--- src/rtl/sbcs_pkg.sv ---
// Shared types and constants of the size-bucketed clause store.
package sbcs_pkg;

	localparam int KIND_W     = 3;
	localparam int HANDLE_W   = 16;
	localparam int SIZE_W     = 6;
	localparam int BUDGET_W   = 7;
	localparam int SEL_CNT_W  = 7;
	localparam int STORED_W   = 15;
	localparam int CFG_IDX_W  = 2;
	localparam int CFG_DATA_W = 11;

	localparam logic [KIND_W-1:0] KIND_ADD    = 3'd0;
	localparam logic [KIND_W-1:0] KIND_SELECT = 3'd1;
	localparam logic [KIND_W-1:0] KIND_GIVE   = 3'd2;
	localparam logic [KIND_W-1:0] KIND_DELETE = 3'd3;
	localparam logic [KIND_W-1:0] KIND_TOTAL  = 3'd4;
	localparam logic [KIND_W-1:0] KIND_BUCKET = 3'd5;

	localparam logic [CFG_IDX_W-1:0] CFG_MAX_SIZE_LIMIT = 2'd0;
	localparam logic [CFG_IDX_W-1:0] CFG_LITERAL_BUDGET = 2'd1;

	localparam logic [BUDGET_W-1:0]   SELECT_CAP     = 7'd64;
	localparam logic [CFG_DATA_W-1:0] LIT_BUDGET_RST = 11'd1000;

	typedef enum logic [1:0] {IDX_HOLD, IDX_ZERO, IDX_SIZE, IDX_INC} idx_op_t;
	typedef enum logic [1:0] {CW_ZERO, CW_INC, CW_DEC, CW_PTR} cnt_wsel_t;
	typedef enum logic [1:0] {T_HOLD, T_INC, T_DEC, T_SUB_CNT} total_op_t;
	typedef enum logic [2:0] {P_HOLD, P_ZERO, P_CNT_M1, P_INC, P_DEC} ptr_op_t;
	typedef enum logic [2:0] {
		RES_NONE, RES_ACC, RES_TOTAL, RES_BUCKET, RES_GIVE, RES_SEL_ITEM, RES_SEL_LAST
	} res_t;

	typedef struct packed {
		logic      req_ready;
		idx_op_t   idx_op;
		logic      prod_add;
		logic      prod_sel;
		logic      cnt_we;
		cnt_wsel_t cnt_wsel;
		logic      h_we;
		total_op_t total_op;
		logic      left_sub_prod;
		logic      left_sub_s;
		ptr_op_t   ptr_op;
		logic      cw_load;
		logic      sel_init;
		logic      push;
		logic      out_load;
		res_t      out_sel;
	} dp_cmd_t;

	typedef struct packed {
		logic              req_valid;
		logic [KIND_W-1:0] kind;
		logic              size_zero;
		logic              size_ok;
		logic              size_over;
		logic              limit_ok;
		logic              cnt_zero;
		logic              add_fit;
		logic              left_lt_s;
		logic              whole_fit;
		logic              ptr_eq_cw;
		logic              idx_last;
		logic              pend_v;
		logic              out_free;
	} dp_sts_t;

endpackage

--- src/rtl/sbcs_ctrl.sv ---
// Controller: sequences each request over the datapath.
module sbcs_ctrl (
	input  logic              clk,
	input  logic              arst_n,
	input  sbcs_pkg::dp_sts_t sts,
	output sbcs_pkg::dp_cmd_t cmd
);
	import sbcs_pkg::*;

	typedef enum logic [21:0] {
		ST_CLR       = 22'h000001,
		ST_IDLE      = 22'h000002,
		ST_DISP      = 22'h000004,
		ST_ADD_RD    = 22'h000008,
		ST_ADD_MUL   = 22'h000010,
		ST_ADD_CHK   = 22'h000020,
		ST_DEL_RD    = 22'h000040,
		ST_DEL_CLR   = 22'h000080,
		ST_BQ_RD     = 22'h000100,
		ST_GIV_RD    = 22'h000200,
		ST_GIV_EVAL  = 22'h000400,
		ST_GIV_HRD   = 22'h000800,
		ST_SEL_RD    = 22'h001000,
		ST_SEL_MUL   = 22'h002000,
		ST_SEL_EVAL  = 22'h004000,
		ST_SEL_WHOLE = 22'h008000,
		ST_SEL_POP   = 22'h010000,
		ST_SEL_HRD   = 22'h020000,
		ST_SEL_PUSH  = 22'h040000,
		ST_SEL_NEXT  = 22'h080000,
		ST_SEL_END   = 22'h100000,
		ST_RES       = 22'h200000
	} state_t;

	state_t state_q, state_d;
	res_t   res_q, res_d;
	logic   pop_q, pop_d;

	always_comb begin
		cmd     = '0;
		state_d = state_q;
		res_d   = res_q;
		pop_d   = pop_q;
		case (state_q)
			ST_CLR: begin
				cmd.cnt_we   = 1'b1;
				cmd.cnt_wsel = CW_ZERO;
				if (sts.idx_last) begin
					cmd.idx_op = IDX_ZERO;
					state_d    = ST_IDLE;
				end else begin
					cmd.idx_op = IDX_INC;
				end
			end
			ST_IDLE: begin
				cmd.req_ready = 1'b1;
				if (sts.req_valid)
					state_d = ST_DISP;
			end
			ST_DISP: begin
				state_d = ST_RES;
				res_d   = RES_NONE;
				case (sts.kind)
					KIND_ADD: begin
						if (sts.size_ok && sts.limit_ok) begin
							cmd.idx_op = IDX_SIZE;
							state_d    = ST_ADD_RD;
						end
					end
					KIND_SELECT: begin
						cmd.idx_op   = IDX_ZERO;
						cmd.sel_init = 1'b1;
						state_d      = ST_SEL_RD;
					end
					KIND_GIVE: begin
						cmd.idx_op = IDX_ZERO;
						state_d    = ST_GIV_RD;
					end
					KIND_DELETE: begin
						if (sts.size_over) begin
							res_d = RES_ACC;
						end else if (!sts.size_zero) begin
							cmd.idx_op = IDX_SIZE;
							state_d    = ST_DEL_RD;
						end
					end
					KIND_TOTAL: res_d = RES_TOTAL;
					KIND_BUCKET: begin
						if (sts.size_ok) begin
							cmd.idx_op = IDX_SIZE;
							state_d    = ST_BQ_RD;
						end
					end
					default: ;
				endcase
			end
			ST_ADD_RD: state_d = ST_ADD_MUL;
			ST_ADD_MUL: begin
				cmd.prod_add = 1'b1;
				state_d      = ST_ADD_CHK;
			end
			ST_ADD_CHK: begin
				state_d = ST_RES;
				if (sts.add_fit) begin
					cmd.h_we     = 1'b1;
					cmd.cnt_we   = 1'b1;
					cmd.cnt_wsel = CW_INC;
					cmd.total_op = T_INC;
					res_d        = RES_ACC;
				end else begin
					res_d = RES_NONE;
				end
			end
			ST_DEL_RD: state_d = ST_DEL_CLR;
			ST_DEL_CLR: begin
				cmd.cnt_we   = 1'b1;
				cmd.cnt_wsel = CW_ZERO;
				cmd.total_op = T_SUB_CNT;
				if (sts.idx_last) begin
					res_d   = RES_ACC;
					state_d = ST_RES;
				end else begin
					cmd.idx_op = IDX_INC;
					state_d    = ST_DEL_RD;
				end
			end
			ST_BQ_RD: begin
				res_d   = RES_BUCKET;
				state_d = ST_RES;
			end
			ST_GIV_RD: state_d = ST_GIV_EVAL;
			ST_GIV_EVAL: begin
				if (!sts.cnt_zero) begin
					cmd.ptr_op   = P_CNT_M1;
					cmd.cnt_we   = 1'b1;
					cmd.cnt_wsel = CW_DEC;
					cmd.total_op = T_DEC;
					state_d      = ST_GIV_HRD;
				end else if (sts.idx_last) begin
					res_d   = RES_NONE;
					state_d = ST_RES;
				end else begin
					cmd.idx_op = IDX_INC;
					state_d    = ST_GIV_RD;
				end
			end
			ST_GIV_HRD: begin
				res_d   = RES_GIVE;
				state_d = ST_RES;
			end
			ST_SEL_RD: state_d = ST_SEL_MUL;
			ST_SEL_MUL: begin
				cmd.prod_sel = 1'b1;
				state_d      = sts.left_lt_s ? ST_SEL_END : ST_SEL_EVAL;
			end
			ST_SEL_EVAL: begin
				if (sts.whole_fit) begin
					cmd.cw_load       = 1'b1;
					cmd.ptr_op        = P_ZERO;
					cmd.cnt_we        = 1'b1;
					cmd.cnt_wsel      = CW_ZERO;
					cmd.total_op      = T_SUB_CNT;
					cmd.left_sub_prod = 1'b1;
					pop_d             = 1'b0;
					state_d           = ST_SEL_WHOLE;
				end else begin
					cmd.ptr_op = P_CNT_M1;
					pop_d      = 1'b1;
					state_d    = ST_SEL_POP;
				end
			end
			ST_SEL_WHOLE: state_d = sts.ptr_eq_cw ? ST_SEL_NEXT : ST_SEL_HRD;
			ST_SEL_POP:   state_d = sts.left_lt_s ? ST_SEL_NEXT : ST_SEL_HRD;
			ST_SEL_HRD:   state_d = ST_SEL_PUSH;
			ST_SEL_PUSH: begin
				if (!sts.pend_v || sts.out_free) begin
					cmd.push     = 1'b1;
					cmd.out_load = sts.pend_v;
					cmd.out_sel  = RES_SEL_ITEM;
					if (pop_q) begin
						cmd.cnt_we     = 1'b1;
						cmd.cnt_wsel   = CW_PTR;
						cmd.total_op   = T_DEC;
						cmd.left_sub_s = 1'b1;
						cmd.ptr_op     = P_DEC;
						state_d        = ST_SEL_POP;
					end else begin
						cmd.ptr_op = P_INC;
						state_d    = ST_SEL_WHOLE;
					end
				end
			end
			ST_SEL_NEXT: begin
				if (sts.idx_last) begin
					state_d = ST_SEL_END;
				end else begin
					cmd.idx_op = IDX_INC;
					state_d    = ST_SEL_RD;
				end
			end
			ST_SEL_END: begin
				res_d   = sts.pend_v ? RES_SEL_LAST : RES_NONE;
				state_d = ST_RES;
			end
			ST_RES: begin
				cmd.out_sel = res_q;
				if (sts.out_free) begin
					cmd.out_load = 1'b1;
					state_d      = ST_IDLE;
				end
			end
			default: state_d = ST_CLR;
		endcase
	end

	always_ff @(posedge clk or negedge arst_n) begin
		if (!arst_n) begin
			state_q <= ST_CLR;
			res_q   <= RES_NONE;
			pop_q   <= 1'b0;
		end else begin
			state_q <= state_d;
			res_q   <= res_d;
			pop_q   <= pop_d;
		end
	end

	a_ready_idle: assert property (@(posedge clk) disable iff (!arst_n)
		cmd.req_ready |-> (state_q == ST_IDLE))
		else $error("request taken outside idle");
	a_clr_done: assert property (@(posedge clk) disable iff (!arst_n)
		(state_q == ST_CLR && sts.idx_last) |=> (state_q == ST_IDLE))
		else $error("clearing pass did not finish");
	a_one_write: assert property (@(posedge clk) disable iff (!arst_n)
		cmd.h_we |-> (state_q == ST_ADD_CHK && cmd.total_op == T_INC))
		else $error("handle write without count update");

endmodule

--- config.mk ---
export PLATFORM = sky130hd
export DESIGN_NAME = sbcs_ctrl
export DESIGN_NICKNAME = d
export VERILOG_FILES = /design/src/rtl/sbcs_pkg.sv /design/src/rtl/sbcs_ctrl.sv
export SDC_FILE = /design/constraint.sdc
export NUM_CORES = 1
export LEC_CHECK = 0
export ABC_AREA = 1
export BUFFER_PORTS_ARGS = -buffer_cell sky130_fd_sc_hd__clkbuf_2
export CORE_MARGIN = 3
export CORE_UTILIZATION = 44
export CTS_BUF_LIST = sky130_fd_sc_hd__clkbuf_16
export DETAILED_ROUTE_END_ITERATION = 6
export PLACE_DENSITY = 0.68
export SYNTH_ARGS = -nofsm -noshare
export SYNTH_HDL_FRONTEND = slang
export SYNTH_SLANG_ARGS = --single-unit
--- constraint.sdc ---
create_clock -name clk -period 4 [get_ports clk]
set_input_delay 0.2 -clock clk [delete_from_list [all_inputs] [get_ports clk]]
set_output_delay 0.2 -clock clk [all_outputs]
set_load 0.02 [all_outputs]
==> flow_summary.toml <==
[yosys]
synthDistinctLibCells = 36
ys_warn_count = 0
synth_top_area_share_pct = 30.0
synth_top_flop_cell = "dfrtp_1"
syn_area_um2 = 2090
synth_nets = 337
async_reset_ff_share_pct = 100
postSynthAreaPerCell_um2 = 6.55
synth-seq-cells = 26
synthTopCellsByCount = "nand2_1, nor2_1, inv_1, nand3_1, dfrtp_1"
synth_edf_count = 0
syn_inst = 319
yosysMostFrequentCell = "nand2_1"
synth_largest_area_cell = "dfrtp_1"
netlist_top_cells_area = "dfrtp_1, nand2_1, nor2_1"
synth_seq_area_share_pct = 31.2

[routing]
first_pass_iters = 4
drt_iter0_markers = 112
route.detailed.drc = 0
vias = 2083
wire_per_inst_um = 12.6
wl_um = 5220
vias_per_cell = 5.03
antenna_left = 0

[floorplanning]
initial_core_util_pct = 46.7
io_pins = 41
rows = 24
die_h_um = 74.9
die_area_um2 = 5610
die_w_um = 74.9
coreArea_um2 = 4470

[power]
pwr-share-clk_pct = 24.7
power.density_nw_per_um2 = 374
p_int_mw = 0.542
power.leakage_nw = 1.47
swShare_pct = 40.0
total_power_mw = 0.904
p_switching_mw = 0.362
vdd_drop_max_mv = 0.165
seqPwrFrac_pct = 34.4
p_comb_share_pct = 40.9

[global_routing]
grt_use_total_pct = 20.3
grt_max_degree = 27
grt_overflow_total = 0
grt_pass1_wl_um = 8700
antenna_found_initial = 0
first_global_vias = 1902

[placement]
pre_cts_slack_ns = 1.89
place.gp.congestion = 0.870
hpwlAfterDp_um = 4280
port_buffers = 40
dp_cells = 409

[timing]
clock_skew_ns = 0.00343
worst_slack_ns = 1.60
period_share_pct = 59.9
period_needed_ns = 2.40
max_freq_mhz = 418
final-setup-viol-count = 0
hold_viol = 0
rsz0062_at_grt = "false"
setup_tns_ns = 0
report.final.slew_viol_count = 0
worst_pin_slew_ns = 0.669
slew_headroom_pct = 55.4

[finish]
synthToLayoutAreaGrowth_pct = 15.9
nNetsFinal = 381
n_antenna_cell = 0
drive_gt1_share_pct = 27.1
final_cell_count_no_fill = 414
fillers = 436

[worst_setup_path]
path_class = "reg -> out"
crit_arrival_ns = 2.20
cp_max_fo = 11
cp-start-kind = "flop"
cp-end-kind = "output port"
critPathRequiredTime_ns = 3.80

[cts]
cts_tree = "built"
cts_resized = 0
clk_pin_slew_ns = 0.06
clock_path_buffers = 2
cts_root_buf = "clkbuf_16"
insertion_delay_ns = 0.26
cts_max_level = 1
cts.sinks = 26
cts_made_buffers = 3

[status]
status = "finished, final reports clean"

[flow_run]
maxCapViolCount = 0

[min_path]
hold_class = "in -> reg"
-- cell families after synthesis --
logic type             after synthesis  share of synthesized area (%)
AOI/OAI and AO/OA                   18                           5.09
buffers and inverters               61                           12.0
DFF                                 26                           31.2
and+or+nand+nor                    214                           51.7
-- sequential cells by signal (all words and copies together), names as in the netlist --
register / flops
res_q: 3
pop_q: 1
state_q: 22
-- path summary, 6_finish.rpt --
path	from	cells after the start	slack, ns	to
hold reg to reg	res_q[1]$_DFFE_PN0P_	2	0.49	res_q[1]$_DFFE_PN0P_
setup / recovery	state_q[3]$_DFFE_PN0P_	10	1.60	cmd[13]
hold / removal	sts[5]	2	0.13	state_q[14]$_DFFE_PN0P_
max in group asynchronous	arst_n	2	3.06	state_q[4]$_DFFE_PN0P_
min in group asynchronous	arst_n	2	0.52	state_q[20]$_DFFE_PN0P_
setup reg to reg	state_q[3]$_DFFE_PN0P_	9	2.07	state_q[18]$_DFFE_PN0P_
-- critical path, cell delays in order (launching register included) --
cell	delay, ns
dfrtp_1	0.41
nor2_2	0.20
nand2_4	0.10
nor2_4	0.36
nand2_2	0.09
inv_2	0.08
nand2_2	0.08
a21oi_2	0.16
nand2_1	0.15
nand3_1	0.13
clkbuf_2	0.17
-- layout by cell type (no fill, tap or decap), types with 4 or more instances in the layout --
cell	instances
inv_1	48
nand3_1	34
inv_2	9
clkbuf_2	40
nor2_1	61
nor3_1	4
o21ai_0	4
dfrtp_1	25
nor2_2	11
a21oi_1	4
o22ai_1	4
nand2_2	15
nand2_1	65
-- power by group through the flow --
stage	combinational, mW	clock [mW]	sequential [mW]
2_1_floorplan	0.295	0	0.311
3_3_place_gp	0.361	0	0.314
3_5_place_dp	0.366	0	0.315
4_1_cts	0.370	0.225	0.310
5_1_grt	0.409	0.238	0.313
6_report	0.370	0.223	0.311
-- through the flow --
| step | util, % | cell area [um^2] | hold slack, ns |
|---|---|---|---|
| after floorplan | - | 2090 | -0.0956 |
| after global placement | 52.1 | 2330 | 0.261 |
| after detailed placement | 52.1 | 2330 | 0.261 |
| after CTS | 54.1 | 2420 | 0.129 |
| after global routing | 54.1 | 2420 | 0.142 |
| final | 54.1 | 2420 | 0.128 |
-- layout make-up --
class	count	area, um^2	area share [%]
Sequential cell	26	652	26.9
Multi-Input combinational cell	232	1190	49.0
Clock buffer	3	75.1	3.10
Inverter	59	228	9.41
Clock inverter	1	3.75	0.155
Tap cell	52	65.1	2.69
Timing Repair Buffer	41	210	8.69
-- routing by layer --
metal	GRT usage [%]	vias up	share of wire, %
met5	0	-	0
met4	8.10	0	2.8
met3	2.14	11	5.2
met2	32.9	73	45
met1	27.9	921	47
li1	-	1078	-
-- what timing repair did --
item | CTS | global route
endpoints found under the hold margin | 25 | 0
endpoints found under the setup margin | 0 | 0
buffers inserted | 0 | 0
hold buffers | 1 | 0
No activity file was read; power rests on OpenSTA's default activity.
